**src/rtl/core/u8u16_pkg.sv**
```systemverilog
// shared types and constants for the utf-8 to ucs-2 stream decoder
package u8u16_pkg;

    localparam int BYTE_W = 8;
    localparam int UNIT_W = 16;

    // utf-8 lead and continuation patterns
    localparam logic [7:0] ASCII_MASK   = 8'b1000_0000;
    localparam logic [7:0] LEAD2_MASK   = 8'b1110_0000;
    localparam logic [7:0] LEAD2_CODE   = 8'b1100_0000;
    localparam logic [7:0] LEAD3_MASK   = 8'b1111_0000;
    localparam logic [7:0] LEAD3_CODE   = 8'b1110_0000;
    localparam logic [7:0] PAYLOAD_MASK = 8'b0011_1111;

    localparam logic [UNIT_W-1:0] REPLACEMENT_UNIT = 16'hFFFD;

    // continuation bytes still awaited
    typedef enum logic [1:0] {
        EXP_NONE = 2'd0,
        EXP_ONE  = 2'd1,
        EXP_TWO  = 2'd2,
        EXP_RSVD = 2'd3
    } expect_t;

    typedef struct packed {
        logic [BYTE_W-1:0] first_byte;
        logic [BYTE_W-1:0] second_byte;
        logic              bad_sequence;
        logic              end_of_text;
    } result_t;

    // handshake state handed from the input stage to the decoder
    typedef struct packed {
        logic              valid;
        logic [BYTE_W-1:0] in_byte;
        logic              in_last;
    } held_item_t;

endpackage

```
**src/rtl/core/u8u16_byte_if.sv**
```systemverilog
// channel carrying utf-8 bytes with an end-of-text mark
interface u8u16_byte_if;
    logic                          valid;
    logic                          ready;
    logic [u8u16_pkg::BYTE_W-1:0]  in_byte;
    logic                          in_last;

    modport source (output valid, output in_byte, output in_last, input ready);
    modport sink   (input valid, input in_byte, input in_last, output ready);
endinterface

```
**src/rtl/core/u8u16_unit_if.sv**
```systemverilog
// channel carrying one ucs-2 code unit as two ordered bytes plus flags
interface u8u16_unit_if;
    logic                          valid;
    logic                          ready;
    logic [u8u16_pkg::BYTE_W-1:0]  first_byte;
    logic [u8u16_pkg::BYTE_W-1:0]  second_byte;
    logic                          bad_sequence;
    logic                          end_of_text;

    modport source (output valid, output first_byte, output second_byte,
                    output bad_sequence, output end_of_text, input ready);
    modport sink   (input valid, input first_byte, input second_byte,
                    input bad_sequence, input end_of_text, output ready);
endinterface

```
**src/rtl/core/u8u16_in_stage.sv**
```systemverilog
// input register stage for incoming utf-8 bytes
module u8u16_in_stage (
    input  logic                  clk,
    input  logic                  rst_n,
    u8u16_byte_if.sink            text,
    input  logic                  advance,
    output u8u16_pkg::held_item_t item
);

    logic                         valid_reg;
    logic [u8u16_pkg::BYTE_W-1:0] byte_reg;
    logic                         last_reg;

    assign text.ready = !valid_reg || advance;

    always_ff @(posedge clk or negedge rst_n)
    begin
        if (!rst_n)
        begin
            valid_reg <= 1'b0;
        end
        else if (text.valid && text.ready)
        begin
            valid_reg <= 1'b1;
        end
        else if (advance)
        begin
            valid_reg <= 1'b0;
        end
    end

    always_ff @(posedge clk)
    begin
        if (text.valid && text.ready)
        begin
            byte_reg <= text.in_byte;
            last_reg <= text.in_last;
        end
    end

    assign item.valid   = valid_reg;
    assign item.in_byte = byte_reg;
    assign item.in_last = last_reg;

endmodule

```
**src/rtl/core/u8u16_decode.sv**
```systemverilog
// sequence state and per-byte decode into one code unit
module u8u16_decode (
    input  logic                  clk,
    input  logic                  rst_n,
    input  u8u16_pkg::held_item_t item,
    input  logic                  byte_order_big,
    input  logic                  out_free,
    output logic                  advance,
    output logic                  emit,
    output u8u16_pkg::result_t    result
);

    u8u16_pkg::expect_t           exp_reg, exp_next;
    logic [u8u16_pkg::BYTE_W-1:0] lead_reg, lead_next;
    logic [u8u16_pkg::BYTE_W-1:0] mid_reg, mid_next;
    logic                         failed_reg, failed_next;

    logic [u8u16_pkg::UNIT_W-1:0] unit;
    logic                         bad;
    logic [u8u16_pkg::BYTE_W-1:0] b;
    logic                         last;
    logic                         is_lead2;
    logic                         is_lead3;
    logic [u8u16_pkg::BYTE_W-1:0] hi;
    logic [u8u16_pkg::BYTE_W-1:0] lo;

    assign b        = item.in_byte;
    assign last     = item.in_last;
    assign is_lead2 = (b & u8u16_pkg::LEAD2_MASK) == u8u16_pkg::LEAD2_CODE;
    assign is_lead3 = (b & u8u16_pkg::LEAD3_MASK) == u8u16_pkg::LEAD3_CODE;

    always_comb
    begin
        exp_next    = exp_reg;
        lead_next   = lead_reg;
        mid_next    = mid_reg;
        failed_next = failed_reg;
        unit        = '0;
        bad         = 1'b0;
        emit        = 1'b0;

        if (failed_reg)
        begin
            // drop bytes until end of text
            emit = last;
            bad  = 1'b1;
        end
        else
        begin
            case (exp_reg)
                u8u16_pkg::EXP_TWO:
                begin
                    if (last)
                    begin
                        emit = 1'b1;
                        unit = u8u16_pkg::REPLACEMENT_UNIT;
                    end
                    else
                    begin
                        mid_next = b;
                        exp_next = u8u16_pkg::EXP_ONE;
                    end
                end
                u8u16_pkg::EXP_ONE:
                begin
                    emit = 1'b1;
                    if ((lead_reg & u8u16_pkg::LEAD3_MASK) == u8u16_pkg::LEAD3_CODE)
                    begin
                        unit = {lead_reg[3:0], mid_reg[5:0], b[5:0]};
                    end
                    else
                    begin
                        unit = {5'b0, lead_reg[4:0], b[5:0]};
                    end
                    exp_next  = u8u16_pkg::EXP_NONE;
                    lead_next = '0;
                    mid_next  = '0;
                end
                default:
                begin
                    // idle, including the unused count
                    exp_next = u8u16_pkg::EXP_NONE;
                    if ((b & u8u16_pkg::ASCII_MASK) == 8'h00)
                    begin
                        emit = 1'b1;
                        unit = {8'h00, b};
                    end
                    else if (is_lead2 || is_lead3)
                    begin
                        if (last)
                        begin
                            emit = 1'b1;
                            unit = u8u16_pkg::REPLACEMENT_UNIT;
                        end
                        else
                        begin
                            lead_next = b;
                            mid_next  = '0;
                            exp_next  = is_lead2 ? u8u16_pkg::EXP_ONE : u8u16_pkg::EXP_TWO;
                        end
                    end
                    else
                    begin
                        emit        = 1'b1;
                        bad         = 1'b1;
                        failed_next = !last;
                    end
                end
            endcase
        end

        // end of text returns everything to idle
        if (emit && last)
        begin
            exp_next    = u8u16_pkg::EXP_NONE;
            lead_next   = '0;
            mid_next    = '0;
            failed_next = 1'b0;
        end
    end

    assign advance = item.valid && (!emit || out_free);

    assign hi = bad ? '0 : unit[15:8];
    assign lo = bad ? '0 : unit[7:0];

    assign result.first_byte   = byte_order_big ? hi : lo;
    assign result.second_byte  = byte_order_big ? lo : hi;
    assign result.bad_sequence = bad;
    assign result.end_of_text  = last;

    always_ff @(posedge clk or negedge rst_n)
    begin
        if (!rst_n)
        begin
            exp_reg    <= u8u16_pkg::EXP_NONE;
            lead_reg   <= '0;
            mid_reg    <= '0;
            failed_reg <= 1'b0;
        end
        else if (advance)
        begin
            exp_reg    <= exp_next;
            lead_reg   <= lead_next;
            mid_reg    <= mid_next;
            failed_reg <= failed_next;
        end
    end

endmodule

```
**src/rtl/core/u8u16_out_stage.sv**
```systemverilog
// result register holding one code unit until its transfer
module u8u16_out_stage (
    input  logic               clk,
    input  logic               rst_n,
    input  logic               load,
    input  u8u16_pkg::result_t result,
    output logic               out_free,
    u8u16_unit_if.source       units
);

    logic               valid_reg;
    u8u16_pkg::result_t data_reg;

    assign out_free = !valid_reg || units.ready;

    always_ff @(posedge clk or negedge rst_n)
    begin
        if (!rst_n)
        begin
            valid_reg <= 1'b0;
        end
        else if (load)
        begin
            valid_reg <= 1'b1;
        end
        else if (units.ready)
        begin
            valid_reg <= 1'b0;
        end
    end

    always_ff @(posedge clk)
    begin
        if (load)
        begin
            data_reg <= result;
        end
    end

    assign units.valid        = valid_reg;
    assign units.first_byte   = data_reg.first_byte;
    assign units.second_byte  = data_reg.second_byte;
    assign units.bad_sequence = data_reg.bad_sequence;
    assign units.end_of_text  = data_reg.end_of_text;

endmodule

```
**src/rtl/core/utf8_to_ucs2_stream_core.sv**
```systemverilog
// top level of the streaming utf-8 to ucs-2 decoder
// text: valid/ready channel of utf-8 bytes, in_last marks the final byte of a text.
// units: valid/ready channel of code units, two bytes in the configured order,
//   bad_sequence flags an unsupported lead or stray continuation byte,
//   end_of_text marks the result caused by the final byte.
// cfg_write_en/cfg_write_data: byte_order_big, 1 sends the high byte first;
//   write it only while no text is in flight.
// one byte is taken per cycle unless a receiver stall holds it back; a byte is held
// in the input register and decoded from there into the result register, which
// drives units until the result transfers.
// lead and middle bytes of a sequence give no result unless they end the text.
// a 4-byte lead or stray continuation yields an error result; later bytes of
// that text are dropped until the final one, which gives a closing error.
// a sequence cut short by end of text gives 0xFFFD.
// when the receiver stalls, the result register holds and the input register
// keeps taking bytes that give no result; otherwise text.ready drops.
// reset clears the sequence state, both stages and sets little-endian order.
module utf8_to_ucs2_stream_core (
    input  logic          clk,
    input  logic          rst_n,
    u8u16_byte_if.sink    text,
    u8u16_unit_if.source  units,
    input  logic          cfg_write_en,
    input  logic          cfg_write_data
);

    logic                  byte_order_big_reg;
    logic                  advance;
    logic                  emit;
    logic                  out_free;
    u8u16_pkg::held_item_t item;
    u8u16_pkg::result_t    result;

    always_ff @(posedge clk or negedge rst_n)
    begin
        if (!rst_n)
        begin
            byte_order_big_reg <= 1'b0;
        end
        else if (cfg_write_en)
        begin
            byte_order_big_reg <= cfg_write_data;
        end
    end

    u8u16_in_stage u_in_stage (
        .clk     (clk),
        .rst_n   (rst_n),
        .text    (text),
        .advance (advance),
        .item    (item)
    );

    u8u16_decode u_decode (
        .clk            (clk),
        .rst_n          (rst_n),
        .item           (item),
        .byte_order_big (byte_order_big_reg),
        .out_free       (out_free),
        .advance        (advance),
        .emit           (emit),
        .result         (result)
    );

    u8u16_out_stage u_out_stage (
        .clk      (clk),
        .rst_n    (rst_n),
        .load     (advance && emit),
        .result   (result),
        .out_free (out_free),
        .units    (units)
    );

endmodule

```
**src/flat_wrapper.sv**
```systemverilog
// flat-port wrapper written by rule: the top's interface ports become plain ports
module utf8_to_ucs2_stream_core_flat 
  (clk, rst_n, cfg_write_en, cfg_write_data, text_valid, text_in_byte, text_in_last, text_ready, units_valid, units_first_byte, units_second_byte, units_bad_sequence, units_end_of_text, units_ready);
  u8u16_byte_if text_i ();
  u8u16_unit_if units_i ();
  input  logic clk;
  input  logic rst_n;
  input  logic cfg_write_en;
  input  logic cfg_write_data;
  input wire logic [$bits(text_i.valid)-1:0] text_valid;
  input wire logic [$bits(text_i.in_byte)-1:0] text_in_byte;
  input wire logic [$bits(text_i.in_last)-1:0] text_in_last;
  output wire logic [$bits(text_i.ready)-1:0] text_ready;
  output wire logic [$bits(units_i.valid)-1:0] units_valid;
  output wire logic [$bits(units_i.first_byte)-1:0] units_first_byte;
  output wire logic [$bits(units_i.second_byte)-1:0] units_second_byte;
  output wire logic [$bits(units_i.bad_sequence)-1:0] units_bad_sequence;
  output wire logic [$bits(units_i.end_of_text)-1:0] units_end_of_text;
  input wire logic [$bits(units_i.ready)-1:0] units_ready;
  assign text_i.valid = text_valid;
  assign text_i.in_byte = text_in_byte;
  assign text_i.in_last = text_in_last;
  assign text_ready = text_i.ready;
  assign units_valid = units_i.valid;
  assign units_first_byte = units_i.first_byte;
  assign units_second_byte = units_i.second_byte;
  assign units_bad_sequence = units_i.bad_sequence;
  assign units_end_of_text = units_i.end_of_text;
  assign units_i.ready = units_ready;
  utf8_to_ucs2_stream_core u_core (.clk(clk), .rst_n(rst_n), .text(text_i), .units(units_i), .cfg_write_en(cfg_write_en), .cfg_write_data(cfg_write_data));
endmodule
```
**config.mk**
```make
export PLATFORM = sky130hd
export DESIGN_NAME = utf8_to_ucs2_stream_core_flat
export DESIGN_NICKNAME = d
export VERILOG_FILES = /design/src/rtl/core/u8u16_pkg.sv /design/src/rtl/core/u8u16_byte_if.sv /design/src/rtl/core/u8u16_unit_if.sv /design/src/rtl/core/u8u16_in_stage.sv /design/src/rtl/core/u8u16_decode.sv /design/src/rtl/core/u8u16_out_stage.sv /design/src/rtl/core/utf8_to_ucs2_stream_core.sv /design/src/flat_wrapper.sv
export SDC_FILE = /design/constraint.sdc
export NUM_CORES = 1
export LEC_CHECK = 0
export ABC_CLOCK_PERIOD_IN_PS = 2500
export BUFFER_PORTS_ARGS = -buffer_cell sky130_fd_sc_hd__buf_4
export CAP_MARGIN = 20
export CORE_ASPECT_RATIO = 1.25
export CORE_MARGIN = 1
export CORE_UTILIZATION = 50
export CTS_BUF_LIST = sky130_fd_sc_hd__clkbuf_8
export DETAILED_ROUTE_END_ITERATION = 8
export MAX_ROUTING_LAYER = met4
export PLACE_DENSITY = 0.75
export SLEW_MARGIN = 10
export SYNTH_ARGS = -nofsm -noshare
export SYNTH_HDL_FRONTEND = slang
export SYNTH_SLANG_ARGS = --single-unit
```
**constraint.sdc**
```tcl
create_clock -name clk -period 2.5 [get_ports clk]
set_input_delay 0.125 -clock clk [delete_from_list [all_inputs] [get_ports clk]]
set_output_delay 0.125 -clock clk [all_outputs]
set_load 0.01 [all_outputs]
```
; Word level (Yosys, flattened, before mapping)
; Index checks and enable logic that the tools add are counted.
[op_classes]
eq_ne = 11
n_reduce_logical = 21
muxes = 48
[op_table]
columns = op, n
row1 = 2-to-1 mux 16 bit, 5
row2 = 2-to-1 mux 8 bit, 9
row3 = one-hot mux 16 bit (2 select lines), 1
row4 = 2-to-1 mux 6 bit, 5
row5 = 2-to-1 mux 1 bit, 17
row6 = one-hot mux 8 bit (2 select lines), 1
row7 = 2-to-1 mux 2 bit, 7
row8 = one-hot mux 6 bit (2 select lines), 1
row9 = AND reduction 6 bit, 2
row10 = "equality test 4 bit, second input constant", 2
row11 = logical NOT 8 bit, 1
row12 = "!= test 3 bit, second input constant", 2
row13 = logical AND 1 bit, 4
row14 = logical NOT 1 bit, 4
row15 = logical OR 1 bit, 4
row16 = "!= test 4 x 1 -> 1 bit, second input constant", 1
row17 = one-hot mux 2 bit (2 select lines), 1
row18 = nonzero test 2 bit, 2
row19 = nonzero test 4 bit, 1
row20 = "equality test 3 bit, second input constant", 1
row21 = "!= test 3 x 1 -> 1 bit, second input constant", 1
row22 = AND reduction 3 bit, 1
row23 = nonzero test 3 bit, 1
row24 = "equality test 2 x 1 -> 1 bit, second input constant", 1
row25 = other kinds (5), 5
[totals]
elab_cells = 93
ff_bits = 47

; Longest topological paths before layout
[logic_depth]
ltp_word = 12
ltp_mapped = 9
depth_no_buf = 7

; Cells and area by module
; Synthesis repeated with hierarchy kept, for this count alone.
[hier_totals]
hier_cells = 219
hier_area_um2 = 2431.1
[by_module_without_submodules]
columns = mod, instances, cells_per_inst, area_per_inst_um2
row1 = u8u16_decode, 1, 180, 1457.6
row2 = u8u16_out_stage, 1, 21, 588.1
row3 = u8u16_in_stage, 1, 15, 339.1
row4 = utf8_to_ucs2_stream_core, 1, 3, 46.3

; Least setup slack after synthesis
; Ideal clock, no wire load.
[synth_timing]
path_kind = register -> register
startpoint = reg u_core.u_decode.exp_reg[1]
endpoint = reg u_core.u_out_stage.data_reg (netlist bit u_core.u_out_stage.units.bad_sequence) (enable)
required_ns = 2.108
path_stages_with_launch = 7
slack_ns = 0.035
path_buffers = 0
t_arrival_ns = 2.072
period_less_slack_ns = 2.465
setup_time_ns = 0.392
cell_sequence = dfrtp_1 ha_1 and2b_1 nand4_1 nand2_2 nand2b_1 nor2_1
[synth_between]
elab_chain_cells = 7
[synth_rtl]
columns = element, line_no
row1 = from (decl), u8u16_decode.sv:13  ; u8u16_pkg::expect_t exp_reg, exp_next;
row2 = from (signal assigned), u8u16_decode.sv:136  ; exp_reg <= u8u16_pkg::EXP_NONE;
row3 = from (signal assigned), u8u16_decode.sv:143  ; exp_reg <= exp_next;
row4 = equality test 2 x 1 -> 1 bit / equality test 2 bit (equally long branches), u8u16_decode.sv:50  ; case (exp_reg)
row5 = one-hot mux 1 bit (2 select lines) (*), u8u16_decode.sv:50
row6 = 2-to-1 mux 1 bit (*), u8u16_decode.sv:42  ; if (failed_reg)
row7 = logical NOT 1 bit, u8u16_decode.sv:122  ; assign advance = item.valid && (!emit || out_free);
row8 = logical OR 1 bit, u8u16_decode.sv:122
row9 = logical AND 1 bit, u8u16_decode.sv:122
row10 = logical AND 1 bit (*), utf8_to_ucs2_stream_core.sv:68  ; .load (advance && emit),
row11 = via u_core.u_out_stage.load, u8u16_out_stage.sv:5  ; input logic load,
row12 = to (signal assigned), u8u16_out_stage.sv:36  ; data_reg <= result;
row13 = to (decl), u8u16_out_stage.sv:12  ; u8u16_pkg::result_t data_reg;
; The timed path passes the listed nets; every way through them passes the cells marked *.
; A chain may end at the register's enable or synchronous reset.

; Final worst setup path
[layout_timing]
startpoint = reg u_core.u_decode.exp_reg[0]
endpoint = reg u_core.u_in_stage.byte_reg[5] in the netlist's numbering (enable)
[layout_between]
elab_chain_cells = 8
[layout_rtl]
columns = element, line_no
row1 = equality test 2 x 1 -> 1 bit / equality test 2 bit (equally long branches), u8u16_decode.sv:50
row2 = one-hot mux 1 bit (2 select lines) (*), u8u16_decode.sv:50
row3 = 2-to-1 mux 1 bit (*), u8u16_decode.sv:42
row4 = logical NOT 1 bit (*), u8u16_decode.sv:122
row5 = logical OR 1 bit (*), u8u16_decode.sv:122
row6 = logical AND 1 bit (*), u8u16_decode.sv:122
row7 = logical OR 1 bit (*), u8u16_in_stage.sv:14  ; assign text.ready = !valid_reg || advance;
row8 = logical AND 1 bit (*), u8u16_in_stage.sv:34  ; if (text.valid && text.ready)
row9 = to (signal assigned), u8u16_in_stage.sv:36  ; byte_reg <= text.in_byte;
row10 = to (decl), u8u16_in_stage.sv:11  ; logic [u8u16_pkg::BYTE_W-1:0] byte_reg;
; Mark *: on every way between the ends. The rest lies on a longest branch, timed or not.

==> metrics.log <==
INFO  metric run_status = complete, no violations
INFO  metric cts_num_sinks = 47
INFO  metric cts_post_setup_buffers_inserted = 0
INFO  metric synthesis.area = 0.002402 mm²
INFO  metric grt_util_all_layers = 19.80%
INFO  metric final_critical_path_setup_slack = 211.2 ps
INFO  metric reg2reg_setup_slack = 210 ps
INFO  metric rsz0062_at_grt = false
INFO  metric cts.clk_slew.worst_paths = 80 ps
INFO  metric crit_end = u_core.u_in_stage.byte_reg[5]
INFO  metric cellLeakagePower = 0.001225 µW
INFO  metric routed_wl = 4.438 mm
INFO  metric clock_insertion_delay_worst_skew = 300 ps
INFO  metric num-fill-cells = 359
INFO  metric clockRootBuffer = sky130_fd_sc_hd__clkbuf_8
INFO  metric critical_path_launch_point_type = register
INFO  metric antenna-diode-count = 0
INFO  metric critPathCaptureType = register
INFO  metric syn-num-nets = 226
INFO  metric drc_errors = 0
INFO  metric dpl-instance-area = 0.002706 mm²
INFO  metric post-dp-hpwl = 3.232 mm
INFO  metric reg2reg_start = u_core.u_decode.exp_reg[0]
INFO  metric synth_cell_types = 45
INFO  metric nNetsFinal = 273
INFO  metric fin_skew = 11.47 ps
INFO  metric largest_net_degree_at_the_start_of_global_routing = 21
INFO  metric power_density = 1030 mW/mm²
INFO  metric layout-area-overhead-vs-synth = 21.41%
INFO  metric clock_tree.htree_level_count = 2
INFO  metric die_height = 79.50 µm
INFO  metric post_synth_inst_count = 209
INFO  metric floorplan.initialDensity = 53.47%
INFO  metric synth_top_cell_by_area = sky130_fd_sc_hd__edfxtp_1
INFO  metric max_cap_violations = 0
INFO  metric crit_slowest_cell = sky130_fd_sc_hd__and2_1
INFO  metric avgViaCountPerCell = 5.463
INFO  metric critical_path.top_delay_family = simple AND/OR/NAND/NOR gates
INFO  metric fp.dieArea = 0.005087 mm²
INFO  metric worst-r2r-cell-count = 7
INFO  metric die_x = 64.00 µm
INFO  metric ys.flop_type = sky130_fd_sc_hd__edfxtp_1
INFO  metric async_reset_ff_share = 42.55%
INFO  metric clock_path_buffers = 2
INFO  metric critical_path_cell_count = 7
INFO  metric placement_rows = 27
INFO  metric synthDominantCellAreaShare = 33.75%
INFO  metric clock.fmax = 436.9 MHz
INFO  metric detail_route.first_pass.iterations = 4
INFO  metric max_slew.worst_pin.slew = 481.0 ps
INFO  metric route.detailed.wl_per_inst = 14.09 µm
INFO  metric timing.setup.tns = 0 ps
INFO  metric grt-ovfl-total = 0
INFO  metric path_class = register to register
INFO  metric antenna_violating_nets_post_route = 0
INFO  metric detail_route.iter0.violations = 106
INFO  metric timing.final.crit_period = 2289 ps
INFO  metric hold_path.class = input port to register
INFO  metric io_pins = 35
INFO  metric synth_seq_cells = 47
INFO  metric ranking_of_synthesized_cells_by_area = sky130_fd_sc_hd__edfxtp_1, sky130_fd_sc_hd__dfrtp_1, sky130_fd_sc_hd__mux2i_1, sky130_fd_sc_hd__o21ai_0, sky130_fd_sc_hd__nand2_1
INFO  metric drive_above_1_share = 24.90%
INFO  metric multiInputGateArea = 965.9 µm²
INFO  metric postSynthAreaPerCell = 11.49 µm²
INFO  metric r2r_end = u_core.u_in_stage.byte_reg[5]
INFO  metric finalSetupViolations = 0
INFO  metric placeableCoreArea = 0.004493 mm²
INFO  metric yosysWarnings = 0
INFO  metric place_worst_setup_slack = 250.3 ps
INFO  metric crit_path_cell_trace = inv_1 -> ha_1 -> and2b_1 -> nand4_1 -> a21oi_1 -> nand3b_1 -> and2_1
INFO  metric slew_headroom = 67.60%
INFO  metric cts_inserted_buffers = 5
INFO  metric cp.arrival = 2250 ps
INFO  metric gp_routability_congestion = 0.8682
INFO  metric tritoncts = done
INFO  metric final_cell_area_excluding_filler_cells = 0.002917 mm²
INFO  metric vdd_ir_drop_max = 0.6555 mV
INFO  metric startpoint = u_core.u_decode.exp_reg[0]
INFO  metric final_hold_viol_count = 0
INFO  metric synth_enable_flop_cells = 27
INFO  metric routed-via-count = 1,721
INFO  metric timing.final.max_slew_violations = 0
INFO  metric grt_pass1_wl = 7.465 mm
INFO  metric grt_pass1_vias = 1,695
INFO  metric layout.area.seq = 0.001311 mm²
INFO  metric crit_fanout = 9
INFO  metric critPathRequiredTime = 2460 ps
INFO  metric port_buffers = 34
INFO  metric critical_path_buf_inv_count = 1
INFO  metric grt_antenna_before_repair = 0
INFO  metric period_share = 91.55%
INFO  metric crit_path_max_incr_delay = 370 ps
INFO  metric synth_seq_area_share = 54.58%
repair_timing:
action,CTS,global route
hold endpoints to repair,29,0
gates resized for setup,0,0
hold buffers,10,0
cell usage after synthesis (all sizes together), types with 3 or more instances:
master  instances
a211oi          3
a21o            3
a21oi           8
a31oi           6
and2            3
and3            4
buf             7
dfrtp          20
edfxtp         27
inv            16
mux2            6
mux2i          21
nand2          20
nand2b          4
nand3           4
nand3b          3
nand4           3
nor2            7
nor3            3
o21ai          18
area by class of cell:
cell class / count / area share, %
tap: 58 / 2.488
inverter: 17 / 2.188
clock inverter: 3 / 1.416
clock buffer: 5 / 2.360
timing repair buffer: 49 / 13.47
sequential: 47 / 44.96
multi-input combinational: 136 / 33.12
per-layer routing:
| metal | global-route usage, % | wire length, µm | part of all wire [%] |
|---|---|---|---|
| met4 | 7.955 | 69 | 1.6 |
| met3 | 4.571 | 190 | 4.3 |
| met2 | 33.62 | 2290 | 52 |
| met1 | 22.53 | 1888 | 43 |
| met5 | - | 0 | 0 |
report_power, final:
group / leakage (µW) / total [µW] / switching, µW / internal (µW)
combinational: 0.000644 / 1200 / 662 / 534
clock: 0.0000556 / 545 / 250 / 294
sequential: 0.000526 / 1260 / 113 / 1150
placed cells by master (no fill, tap or decap), types with 2 or more instances in the layout:
master and count:
sky130_fd_sc_hd__o21a_1 2, sky130_fd_sc_hd__inv_1 16, sky130_fd_sc_hd__nand3_1 3, sky130_fd_sc_hd__nor2_1 6
sky130_fd_sc_hd__mux2i_1 21, sky130_fd_sc_hd__nand3b_1 3, sky130_fd_sc_hd__nor3_1 3, sky130_fd_sc_hd__o22ai_1 2
sky130_fd_sc_hd__a211oi_2 2, sky130_fd_sc_hd__a31oi_1 4, sky130_fd_sc_hd__nand2_1 18, sky130_fd_sc_hd__and3_1 4
sky130_fd_sc_hd__a21o_1 2, sky130_fd_sc_hd__dlygate4sd3_1 10, sky130_fd_sc_hd__edfxtp_1 27, sky130_fd_sc_hd__clkbuf_8 5
sky130_fd_sc_hd__nand4_1 3, sky130_fd_sc_hd__and2b_1 2, sky130_fd_sc_hd__mux2_2 6, sky130_fd_sc_hd__a31oi_4 2
sky130_fd_sc_hd__dfrtp_1 20, sky130_fd_sc_hd__nor2b_1 2, sky130_fd_sc_hd__and2_1 3, sky130_fd_sc_hd__o21ai_0 17
sky130_fd_sc_hd__nand2b_1 4, sky130_fd_sc_hd__a21oi_1 8, sky130_fd_sc_hd__or3_1 2, sky130_fd_sc_hd__nand2_2 2
sky130_fd_sc_hd__buf_4 39, sky130_fd_sc_hd__ha_1 2
cells by family after synthesis:
logic type | Yosys count | share of synthesized area (%)
multiplexers | 27 | 11.56
AND/OR/NAND/NOR | 60 | 13.91
buffers and inverters | 26 | 5.208
flip-flops | 47 | 54.58
AO/OA/AOI/OAI | 47 | 13.70
adder cells (fa/ha/maj) | 2 | 1.042
through the flow:
| step | total power, µW | utilization (%) | std cells | hold slack, ps |
|---|---|---|---|---|
| CTS | 3020 | 64.91 | 315 | 15.14 |
| global route | 3179 | 64.91 | 315 | 36.94 |
| finish | 3003 | 64.91 | 315 | 21.47 |
| detailed placement | 2466 | 60.23 | 297 | 27.44 |
| floorplan | 2054 | - | 209 | -170.6 |
| global placement | 2439 | 60.23 | 297 | 19.91 |
worst min-delay path by stage:
stage | from | depth (start not counted) | slack [ps] | endpoint
2_1_floorplan | rst_n | 0 | -170 | u_core.byte_order_big_reg
3_3_place_gp | rst_n | 1 | 20 | u_core.u_decode.lead_reg[7]
3_5_place_dp | rst_n | 1 | 30 | u_core.u_decode.lead_reg[7]
4_1_cts | text_valid | 2 | 20 | u_core.u_in_stage.valid_reg
5_1_grt | text_valid | 2 | 40 | u_core.u_in_stage.valid_reg
6_report | text_valid | 2 | 20 | u_core.u_in_stage.valid_reg
No activity file was read; power rests on OpenSTA's default activity.
